--- config.mk ---
export PLATFORM = sky130hd
export DESIGN_NAME = caption_key_triplet_parser
export DESIGN_NICKNAME = d
export VERILOG_FILES = /design/src/sv/ckt_pkg.sv /design/src/sv/caption_key_triplet_parser.sv /design/src/sv/ckt_in_stage.sv /design/src/sv/ckt_key_fsm.sv /design/src/sv/ckt_out_stage.sv
export SDC_FILE = /design/constraint.sdc
export NUM_CORES = 1
export LEC_CHECK = 0
export BUFFER_PORTS_ARGS = -buffer_cell sky130_fd_sc_hd__buf_2
export CAP_MARGIN = 20
export CORE_ASPECT_RATIO = 2
export CORE_MARGIN = 2
export CORE_UTILIZATION = 50
export CTS_CLUSTER_SIZE = 10
export DETAILED_ROUTE_END_ITERATION = 8
export GPL_ROUTABILITY_DRIVEN = 0
export HOLD_SLACK_MARGIN = 0.12
export PLACE_DENSITY = 0.72
export SKIP_LAST_GASP = 1
export SYNTH_ARGS = -nofsm -noshare
export SYNTH_HDL_FRONTEND = slang
export SYNTH_SLANG_ARGS = --single-unit
--- constraint.sdc ---
create_clock -name i_clk -period 19.9 [get_ports i_clk]
set_clock_uncertainty 0.1 [all_clocks]
set_input_delay 3.98 -clock i_clk [delete_from_list [all_inputs] [get_ports i_clk]]
set_output_delay 3.98 -clock i_clk [all_outputs]
set_load 0.02 [all_outputs]
--- src/sv/ckt_pkg.sv ---
`timescale 1ns / 1ps
// Shared types, constants and a helper function for the caption key triplet parser.
// Depends on nothing; every other file imports it.
package ckt_pkg;

    localparam int PositionBits = 32;

    typedef logic [PositionBits-1:0] t_pos;

    localparam t_pos KeyStep = t_pos'(65536);

    localparam logic [7:0] HdrKeyStart = 8'hFF;
    localparam logic [7:0] HdrKeyCont  = 8'hFE;
    localparam logic [7:0] ChrC        = 8'h43;
    localparam logic [7:0] ChrQ        = 8'h51;
    localparam logic [7:0] ChrColon    = 8'h3A;
    localparam logic [7:0] ChrZero     = 8'h30;
    localparam logic [7:0] ChrNine     = 8'h39;
    localparam logic [7:0] ChrUpperA   = 8'h41;
    localparam logic [7:0] ChrUpperF   = 8'h46;
    localparam logic [7:0] PadByte     = 8'h80;
    localparam logic [1:0] FullCount   = 2'd3;
    localparam int         HdrValidBit = 2;
    localparam logic [3:0] HexTen      = 4'd10;

    typedef enum logic [1:0] {
        KP_IDLE,
        KP_GOT_CC,
        KP_GOT_QC,
        KP_GOT_HIGH
    } t_key_phase;

    typedef struct packed {
        logic [7:0]  header_byte;
        logic [7:0]  first_data_byte;
        logic [7:0]  second_data_byte;
        logic [1:0]  byte_count;
        logic        frame_last;
        logic [31:0] range_first;
        logic [31:0] range_end;
    } t_item;

    typedef struct packed {
        logic        has_position;
        logic [31:0] queue_position;
        logic        frame_end;
        logic        corrupted;
    } t_result;

    typedef struct packed {
        logic item_valid;
        logic out_free;
    } t_flow;

    typedef struct packed {
        logic ok;
        logic [3:0] value;
    } t_hex;

    function automatic t_hex hex_decode(input logic [7:0] c);
        t_hex h;
        h.ok = 1'b0;
        h.value = 4'd0;
        if (c >= ChrZero && c <= ChrNine) begin
            h.ok = 1'b1;
            h.value = 4'(c - ChrZero);
        end else if (c >= ChrUpperA && c <= ChrUpperF) begin
            h.ok = 1'b1;
            h.value = 4'(c - ChrUpperA) + HexTen;
        end
        return h;
    endfunction

endpackage

--- src/sv/caption_key_triplet_parser.sv ---
`timescale 1ns / 1ps
// Caption key triplet parser: one triplet word per cycle; an accepted word passes to its
// result through an input register, the key logic and a result register.
// A word that causes no result leaves no trace at the output side.
// Throughput is one word per cycle while the output is not stalled.
// Synchronous active-low reset clears the key state, the sticky flag and both valids.
module caption_key_triplet_parser (
    input  logic        i_clk,
    input  logic        i_rst_n,
    input  logic        i_valid,
    output logic        o_stall,
    input  logic [7:0]  i_header_byte,
    input  logic [7:0]  i_first_data_byte,
    input  logic [7:0]  i_second_data_byte,
    input  logic [1:0]  i_byte_count,
    input  logic        i_frame_last,
    input  logic [31:0] i_range_first,
    input  logic [31:0] i_range_end,
    output logic        o_valid,
    input  logic        i_stall,
    output logic        o_has_position,
    output logic [31:0] o_queue_position,
    output logic        o_frame_end,
    output logic        o_corrupted
);
    import ckt_pkg::*;

    t_item   in_item, stage_item;
    t_result step_result, out_result;
    t_flow   flow;
    logic    stage_valid, advance, emit, out_free;

    assign in_item.header_byte = i_header_byte;
    assign in_item.first_data_byte = i_first_data_byte;
    assign in_item.second_data_byte = i_second_data_byte;
    assign in_item.byte_count = i_byte_count;
    assign in_item.frame_last = i_frame_last;
    assign in_item.range_first = i_range_first;
    assign in_item.range_end = i_range_end;

    ckt_in_stage u_in_stage (
        .i_clk        (i_clk),
        .i_rst_n      (i_rst_n),
        .i_valid      (i_valid),
        .i_item       (in_item),
        .i_advance    (advance),
        .o_stall      (o_stall),
        .o_item_valid (stage_valid),
        .o_item       (stage_item)
    );

    assign flow.item_valid = stage_valid;
    assign flow.out_free = out_free;

    ckt_key_fsm u_key_fsm (
        .i_clk     (i_clk),
        .i_rst_n   (i_rst_n),
        .i_flow    (flow),
        .i_item    (stage_item),
        .o_advance (advance),
        .o_emit    (emit),
        .o_result  (step_result)
    );

    ckt_out_stage u_out_stage (
        .i_clk    (i_clk),
        .i_rst_n  (i_rst_n),
        .i_load   (emit && advance),
        .i_result (step_result),
        .i_stall  (i_stall),
        .o_free   (out_free),
        .o_valid  (o_valid),
        .o_result (out_result)
    );

    assign o_has_position = out_result.has_position;
    assign o_queue_position = out_result.queue_position;
    assign o_frame_end = out_result.frame_end;
    assign o_corrupted = out_result.corrupted;

endmodule

--- src/sv/ckt_in_stage.sv ---
`timescale 1ns / 1ps
// Input register of the parser: holds one triplet word until the key logic takes it.
// Depends on ckt_pkg.
module ckt_in_stage (
    input  logic           i_clk,
    input  logic           i_rst_n,
    input  logic           i_valid,
    input  ckt_pkg::t_item i_item,
    input  logic           i_advance,
    output logic           o_stall,
    output logic           o_item_valid,
    output ckt_pkg::t_item o_item
);
    import ckt_pkg::*;

    logic  r_valid;
    t_item r_item;
    logic  can_load;

    assign can_load = !r_valid || i_advance;
    assign o_stall = !can_load;

    always_ff @(posedge i_clk) begin
        if (!i_rst_n) begin
            r_valid <= 1'b0;
        end else if (can_load) begin
            r_valid <= i_valid;
        end
    end

    always_ff @(posedge i_clk) begin
        if (can_load && i_valid) begin
            r_item <= i_item;
        end
    end

    assign o_item_valid = r_valid;
    assign o_item = r_item;

endmodule

--- src/sv/ckt_key_fsm.sv ---
`timescale 1ns / 1ps
// Key recogniser: padding skip, key template match, hex decode, position recovery
// and the corruption and discard state. Depends on ckt_pkg.
module ckt_key_fsm (
    input  logic             i_clk,
    input  logic             i_rst_n,
    input  ckt_pkg::t_flow   i_flow,
    input  ckt_pkg::t_item   i_item,
    output logic             o_advance,
    output logic             o_emit,
    output ckt_pkg::t_result o_result
);
    import ckt_pkg::*;

    t_key_phase  r_phase, n_phase;
    logic [15:0] r_digits, n_digits;
    logic        r_discard, n_discard;
    logic        r_sticky, n_sticky;

    t_hex        hex1, hex2;
    t_pos        lo_bound, hi_bound, cand_val, cand_lo, cand_hi, found_pos;
    logic        in_lo, in_mid, in_hi, found, corrupt, pad, emit;

    assign hex1 = hex_decode(i_item.first_data_byte);
    assign hex2 = hex_decode(i_item.second_data_byte);
    assign lo_bound = t_pos'(i_item.range_first);
    assign hi_bound = t_pos'(i_item.range_end);
    assign cand_val = {hi_bound[PositionBits-1:16], r_digits[15:8], hex1.value, hex2.value};
    assign cand_lo = cand_val - KeyStep;
    assign cand_hi = cand_val + KeyStep;
    assign in_lo = (cand_lo >= lo_bound) && (cand_lo < hi_bound);
    assign in_mid = (cand_val >= lo_bound) && (cand_val < hi_bound);
    assign in_hi = (cand_hi >= lo_bound) && (cand_hi < hi_bound);

    always_comb begin
        found_pos = '0;
        priority if (in_lo) begin
            found_pos = cand_lo;
        end else if (in_mid) begin
            found_pos = cand_val;
        end else if (in_hi) begin
            found_pos = cand_hi;
        end
    end

    assign pad = (i_item.header_byte[1:0] <= 2'd1)
        ? (i_item.first_data_byte == PadByte && i_item.second_data_byte == PadByte)
        : !i_item.header_byte[HdrValidBit];

    always_comb begin
        n_phase = r_phase;
        n_digits = r_digits;
        n_discard = r_discard;
        n_sticky = r_sticky;
        corrupt = 1'b0;
        found = 1'b0;
        if (!r_discard) begin
            if (i_item.byte_count != FullCount) begin
                corrupt = 1'b1;
            end else begin
                unique case (r_phase)
                    KP_IDLE: begin
                        if (!pad) begin
                            if (i_item.header_byte == HdrKeyStart
                                    && i_item.first_data_byte == ChrC
                                    && i_item.second_data_byte == ChrC) begin
                                n_phase = KP_GOT_CC;
                            end else begin
                                corrupt = 1'b1;
                            end
                        end
                    end
                    KP_GOT_CC: begin
                        if (i_item.header_byte == HdrKeyCont
                                && i_item.first_data_byte == ChrQ
                                && i_item.second_data_byte == ChrColon) begin
                            n_phase = KP_GOT_QC;
                        end else begin
                            corrupt = 1'b1;
                        end
                    end
                    KP_GOT_QC: begin
                        if (i_item.header_byte != HdrKeyCont || !hex1.ok || !hex2.ok) begin
                            corrupt = 1'b1;
                        end else begin
                            n_digits = {hex1.value, hex2.value, 8'h00};
                            n_phase = KP_GOT_HIGH;
                        end
                    end
                    KP_GOT_HIGH: begin
                        if (i_item.header_byte != HdrKeyCont || !hex1.ok || !hex2.ok) begin
                            corrupt = 1'b1;
                        end else begin
                            found = in_lo || in_mid || in_hi;
                            n_phase = KP_IDLE;
                            n_digits = 16'd0;
                            corrupt = !found;
                        end
                    end
                    default: begin
                        corrupt = 1'b1;
                    end
                endcase
            end
        end
        if (corrupt) begin
            n_sticky = 1'b1;
            n_discard = 1'b1;
            n_phase = KP_IDLE;
            n_digits = 16'd0;
        end
        if (i_item.frame_last) begin
            if (!n_discard && n_phase != KP_IDLE) begin
                n_sticky = 1'b1;
            end
            n_phase = KP_IDLE;
            n_digits = 16'd0;
            n_discard = 1'b0;
        end
    end

    assign emit = found || i_item.frame_last;
    assign o_emit = i_flow.item_valid && emit;
    assign o_advance = i_flow.item_valid && (!emit || i_flow.out_free);

    assign o_result.has_position = found;
    assign o_result.queue_position = found ? 32'(found_pos) : 32'd0;
    assign o_result.frame_end = i_item.frame_last;
    assign o_result.corrupted = n_sticky;

    always_ff @(posedge i_clk) begin
        if (!i_rst_n) begin
            r_phase <= KP_IDLE;
            r_digits <= 16'd0;
            r_discard <= 1'b0;
            r_sticky <= 1'b0;
        end else if (o_advance) begin
            r_phase <= n_phase;
            r_digits <= n_digits;
            r_discard <= n_discard;
            r_sticky <= n_sticky;
        end
    end

endmodule

--- src/sv/ckt_out_stage.sv ---
`timescale 1ns / 1ps
// Result register of the parser: holds one result word until downstream takes it.
// Depends on ckt_pkg.
module ckt_out_stage (
    input  logic             i_clk,
    input  logic             i_rst_n,
    input  logic             i_load,
    input  ckt_pkg::t_result i_result,
    input  logic             i_stall,
    output logic             o_free,
    output logic             o_valid,
    output ckt_pkg::t_result o_result
);
    import ckt_pkg::*;

    logic    r_valid;
    t_result r_result;

    assign o_free = !r_valid || !i_stall;

    always_ff @(posedge i_clk) begin
        if (!i_rst_n) begin
            r_valid <= 1'b0;
        end else if (i_load) begin
            r_valid <= 1'b1;
        end else if (!i_stall) begin
            r_valid <= 1'b0;
        end
    end

    always_ff @(posedge i_clk) begin
        if (i_load) begin
            r_result <= i_result;
        end
    end

    assign o_valid = r_valid;
    assign o_result = r_result;

endmodule
Yosys cells after proc, flatten, opt, wreduce, memory -nomap -nowiden
Cells that the tools add are included.

word-level totals
  bits in registers = 148
  input bits = 95
  output and inout port bits = 37
  word-level logic and storage cells = 141

operators by class
  add/subtract/negate cells = 8
  magnitude comparators = 15
  eq/ne operators = 18
  mux-type cells = 44
  reductions and logical operators = 39

operators with widths
  operator                  number
  $ge A32 B32 Y1            3
  $lt A32 B32 Y1            3
  $mux W16                  6
  $mux W32                  3
  $add A32 B17 Y32 const B  1
  $eq A8 B8 Y1 const B      4
  $pmux W16 S2              1
  $sub A32 B17 Y32 const B  1
  $eq A8 B7 Y1 const B      3
  $mux W5                   4
  $mux W1                   19
  $mux W2                   9
  $logic_and A1 B1 Y1       17
  $ge A8 B6 Y1 const B      2
  $ge A8 B7 Y1 const B      2
  $le A8 B6 Y1 const B      2
  $le A8 B7 Y1 const B      2
  $sub A4 B1 Y4 const B     4
  $logic_not A1 Y1          10
  $add A4 B4 Y4 const B     2
  $eq A8 B6 Y1 const B      1
  $logic_or A1 B1 Y1        8
  $ne A4 B3 Y1 const B      2
  $ne A8 B8 Y1 const B      1
  13 further kinds          14

Logic depth before layout (Yosys ltp)
  depth in word-level cells = 19
  mapped depth = 23
  depth with buffers taken out = 22

Hierarchy
Synthesis repeated with hierarchy kept, for this count alone.

second synthesis, totals
  cells, all modules = 776
  area total of the unflattened synthesis = 8523.2 µm²

by module, submodules not included
  module                      instances  cells an instance  area an instance (µm²)  sequential area each (µm²)
  ckt_key_fsm                 1          641                4650.7                  240.2
  ckt_in_stage                1          95                 2780.2                  2752.6
  ckt_out_stage               1          39                 1086.0                  1071.0
  caption_key_triplet_parser  1          1                  6.3                     0.0

Least setup slack after synthesis
No wires, ideal clock.

  path kind = in2reg
  from = input port i_stall
  to = register u_in_stage.r_item, in the netlist u_in_stage.o_item[0] (enable)
  setup time = 0.552 ns
  data arrival time = 8.220 ns
  required time = 19.248 ns
  setup slack = 11.029 ns
  stages on the path = 3
  buffers on the path = 0
  cell sequence = nand2_1 > nor2_2 > nor2b_1

between the ends
  longest elaborated chain between the ends = 6

RTL lines
  what                    RTL line                          source
  start: declaration      caption_key_triplet_parser.sv:20  input logic i_stall,
  $logic_not A1 Y1        ckt_out_stage.sv:19               assign o_free = !r_valid || !i_stall;
  $logic_or A1 B1 Y1      ckt_out_stage.sv:19
  $logic_or A1 B1 Y1      ckt_key_fsm.sv:124                assign o_advance = i_flow.item_valid && (!emit || i_flow.out_free);
  $logic_and A1 B1 Y1     ckt_key_fsm.sv:124
  $logic_or A1 B1 Y1      ckt_in_stage.sv:20                assign can_load = !r_valid || i_advance;
  $logic_and A1 B1 Y1     ckt_in_stage.sv:32                if (can_load && i_valid) begin
  end signal: assignment  ckt_in_stage.sv:33                r_item <= i_item;
  end: declaration        ckt_in_stage.sv:17                t_item r_item;

No other way between the ends.
A chain may end at the register's enable or synchronous reset.

Worst setup path in the final report
  from = register u_in_stage.r_item, in the netlist u_in_stage.o_item[70]
  to = output port o_stall

between the ends
  longest elaborated chain between the ends = 19
  elaborated cells on any way between the ends = 36
  those cells by class = add/sub: 5; order compare: 10; mux: 6; reduce/logical: 15

RTL lines
  what                                                  RTL line                          source
  $sub A4 B1 Y4, or another cell as far along           ckt_pkg.sv:69                     h.value = 4'(c - ChrUpperA) + HexTen;
  $add A4 B4 Y4 or $logic_and A1 B1 Y1 (tied branches)  ckt_pkg.sv:69, ckt_pkg.sv:67
  $mux W5                                               ckt_pkg.sv:67                     end else if (c >= ChrUpperA && c <= ChrUpperF) begin
  $mux W5 *                                             ckt_pkg.sv:64                     if (c >= ChrZero && c <= ChrNine) begin
  $sub A32 B17 Y32                                      ckt_key_fsm.sv:29                 assign cand_lo = cand_val - KeyStep;
  $ge A32 B32 Y1 or $lt A32 B32 Y1 (tied branches)      ckt_key_fsm.sv:31                 assign in_lo = (cand_lo >= lo_bound) && (cand_lo < hi_bound);
  $logic_and A1 B1 Y1                                   ckt_key_fsm.sv:31
  $logic_or A1 B1 Y1 (2 in a row)                       ckt_key_fsm.sv:94                 found = in_lo || in_mid || in_hi;
  [... 3 more ...]                                      n/a
  $mux W1 *                                             ckt_key_fsm.sv:57                 if (!r_discard) begin
  via u_key_fsm.found                                   ckt_key_fsm.sv:22                 logic in_lo, in_mid, in_hi, found, corrupt, pad, emit;
  $logic_or A1 B1 Y1 *                                  ckt_key_fsm.sv:122                assign emit = found || i_item.frame_last;
  $logic_not A1 Y1 *                                    ckt_key_fsm.sv:124
  $logic_or A1 B1 Y1 *                                  ckt_key_fsm.sv:124
  $logic_and A1 B1 Y1 *                                 ckt_key_fsm.sv:124
  $logic_or A1 B1 Y1 *                                  ckt_in_stage.sv:20
  $logic_not A1 Y1 *                                    ckt_in_stage.sv:21                assign o_stall = !can_load;
  end: declaration                                      caption_key_triplet_parser.sv:11  output logic o_stall,

The timed path passes the listed nets; every way through them passes the cells marked *.

==> run_results.csv <==
group,metric,value,unit
placed_design,numPortBuffers,131,
synth,synth.top_cells.by_area,"edfxtp_1 (44%), ha_1 (15%), inv_1 (4.3%), dfxtp_1 (3.3%), a21oi_1 (3.0%)",
timing,layout_setup_ws,9.66,ns
setup_path,critical_path.top_delay_family,"compound AO/OA/AOI/OAI gates",
setup_path,path_cells,"or3_1 > a2111oi_0 > and2_1 > nand2_1 > o21ai_0 > ha_1 > o21a_1 > o21ai_0 > or3_1 > nand2_1 > o2111a_1 > o311ai_1 > nand2_4 > o21ai_4 > inv_2 > o21ai_2 > nor2_2 > buf_2",
setup_path,cp-end-kind,"primary output",
clocking,clk_root_buffer_cell,"clkbuf_16",
die,core-area,16800,sq um
setup_path,crit_path_max_fanout,19,
synth,yosys.cell_types.count,77,
routing,drt_first_iter_violations,345,
synth,syn_inst,810,
layout,syn_to_final_growth,17.3,%
clocking,tritoncts.num_buffers,17,
routing,postRouteAntennaNets,0,
die,die_y,189,um
synth,synth_largest_area_cell,"edfxtp_1",
synth,synthesis.yosys.warnings,0,
setup_path,path_class,"flop to primary output",
timing,min_period,10.24,ns
die,initial_core_util,0.511,
routing,vias,6788,
synth,syn_area,8570,sq um
placed_design,hpwlAfterDp,18000,um
synth,yosysSeqAreaShare,0.474,
power_and_ir_drop,p_per_area,78.0,nW/um^2
routing,routed_via_density,5.87,
clocking,clk_pin_slew,0.06,ns
setup_path,critPathArrivalTime,6.16,ns
global_route,global_route.usage.total,0.263,
global_route,number_of_global_route_vias_before_repair,7132,
global_route,grt_antenna_before_repair,0,
clocking,clkLatencyLatePin,0.43,ns
routing,drt_drc_violations_left,0,
synth,synth-main-ff-cell,"edfxtp_1",
die,dieArea,18300,sq um
job,max_cap_viol_count,0,
timing,report.final.hold_viol_count,0,
timing,fmax,0.0976,GHz
setup_path,cp.buffers_inverters,2,
setup_path,critical_path.startpoint_type,"flop",
layout,antennaDiodeCount,0,
timing,report.final.slew_viol_count,0,
layout,finalNonFillerCells,1157,
timing,report.final.setup_viol,0,
clocking,cts.sink_count,140,
outcome,run_status,"finished clean",
synth,yosys.area.top_type_share,0.442,
setup_path,worstPathRequired,15.82,ns
layout,final_nets,1134,
synth,synth-seq-cells,140,
die,std_cell_rows,67,
global_route,wire_length_of_the_first_global_routing_pass,35300,um
synth,syn_area_cell,10.6,sq um
clocking,clock_path_buffers,2,
routing,drtPass1Iterations,6,
setup_path,cpMaxStageDelayCell,"o311ai_1",
routing,routed_wire_length_per_instance,19.6,um
power_and_ir_drop,static-leakage-power,4.59,nW
placed_design,numPlacedInstances,1125,
die,design.portCount,132,
layout,num-fill-cells,1437,
synth,asyncSetResetFlopFracSynth,0,
clocking,hold_buffers,0,
global_route,largest_net_degree_at_the_start_of_global_routing,66,
clocking,cts_tree,"built",
die,dieWidth,96.6,um
routing,drt_wl_total,22700,um
placed_design,place_ws,10.20,ns
min_path,min-delay-path-class,"flop to flop",
clocking,cts.htree.levels,4,
global_route,grt_overflow,0,
timing,fin_tns_setup,0,ns
power_and_ir_drop,peakVddDrop,0.0000770,V
timing,grt_setup_unrepaired,"no",
clocking,cts_setup_buffers,0,
setup_path,critical_path.max_stage_delay,0.92,ns
timing,min_period_over_period,0.515,
synth,synth_edf_count,126,
layout,drive_gt1_frac,0.191,
timing,max_slew.worst_pin.slew,1.07,ns
synth,synthesis.nets,1007,
timing,timing.max_slew.rel_slack,0.277,
clocking,cts_repair_resize_count,0,
through the flow:
step	area, sq um	hold WS, ns	utilization	power [W]
6_report	10000	0.424	0.599	0.000784
5_1_grt	10000	0.440	0.599	0.000810
4_1_cts	10000	0.417	0.599	0.000787
3_3_place_gp	9410	0.373	0.561	0.000439
2_1_floorplan	8570	0.365	-	0.000409
3_5_place_dp	9410	0.407	0.561	0.000441
layout make-up:
class | count | area [sq um] | share of cell area
Timing Repair Buffer | 133 | 671 | 0.0667
Sequential cell | 140 | 4060 | 0.404
Clock buffer | 17 | 425 | 0.0423
Multi-Input combinational cell | 545 | 4040 | 0.402
Inverter | 100 | 375 | 0.0374
Tap cell | 207 | 259 | 0.0258
Clock inverter | 15 | 219 | 0.0218
cells in the mapped netlist (4+ instances only):
cell	n
a2111oi_0	5
a211oi_1	14
a21o_1	16
a21oi_1	51
a221oi_1	8
and2_1	12
and3_1	9
and4_1	5
buf_2	6
clkbuf_1	15
dfxtp_1	14
edfxtp_1	126
ha_1	102
inv_1	99
nand2_1	47
nand2b_1	6
nand3_1	15
nand4_1	21
nor2_1	64
nor2b_1	7
nor3_1	15
nor4_1	5
o2111ai_1	4
o211ai_1	6
o21ai_0	27
o22ai_1	4
o2bb2ai_1	8
or3_1	5
xnor2_1	19
xor2_1	5
sequential cells by signal, summed over array words and instances (netlist names):
register,count
u_in_stage.o_item,91
u_out_stage.o_result,35
u_key_fsm.r_digits,8
u_key_fsm.r_phase,2
u_in_stage.o_item_valid,1
u_key_fsm.r_discard,1
u_key_fsm.r_sticky,1
u_out_stage.o_valid,1
kinds of logic (layout without fill, tap and decap cells):
logic type	Yosys count	count (layout)	share of synthesized area
multiplexers	2	2	0.00234
adder cells (fa/ha/maj)	102	102	0.149
XOR/XNOR	24	24	0.0245
flip-flops	140	140	0.474
AND/OR/NAND/NOR	231	231	0.140
AO/OA/AOI/OAI	186	186	0.153
buffers and inverters	125	265	0.0567
worst reg2reg max path, delay by kind of cell (launching register included):
kind	cells	cell delay, ns
AOI/OAI and AO/OA	8	3.34
and+or+nand+nor	8	1.91
buffers and inverters	2	0.97
DFF	1	0.42
adders and majority gates	1	0.33
layout by cell type, fill, tap and decap left out, types with 6 or more instances in the layout:
cell and instances:
clkbuf_16 17, xnor2_1 19, nor2b_1 6, o2bb2ai_1 8, nand3_1 15, a21oi_1 50, and3_1 9, a21o_1 16
a221oi_1 8, nor3_1 15, buf_2 131, nand2b_1 6, nor2_1 64, inv_1 99, nand2_1 47, a211oi_1 14
nand4_1 21, and2_1 12, o211ai_1 6, ha_1 102, dfxtp_1 14, edfxtp_1 126, o21ai_0 27
layer usage:
metal	vias to the layer above	routed length [um]	track usage
li1	3246	-	-
met1	3186	7250	0.245
met2	256	13000	0.490
met3	100	860	0.0374
met4	0	1570	0.196
met5	-	0	0
worst paths after layout:
kind	from	to	slack [ns]	cells past startpoint
min	u_key_fsm.r_sticky	u_key_fsm.r_sticky	0.42	1
min reg2reg	u_key_fsm.r_sticky	u_key_fsm.r_sticky	0.42	1
max reg2reg	u_in_stage.o_item[70]	u_in_stage.o_item[89]	12.45	19
max	u_in_stage.o_item[70]	o_stall	9.66	18
power breakdown:
part           internal [W]   total, W  leakage, nW  switching [W]
sequential         0.000334   0.000345         1.38      0.0000109
combinational     0.0000362  0.0000921         2.89      0.0000560
clock              0.000222   0.000347        0.313       0.000125
total              0.000592   0.000784         4.59       0.000192
Note: power is estimated with default switching activity, not from simulation.
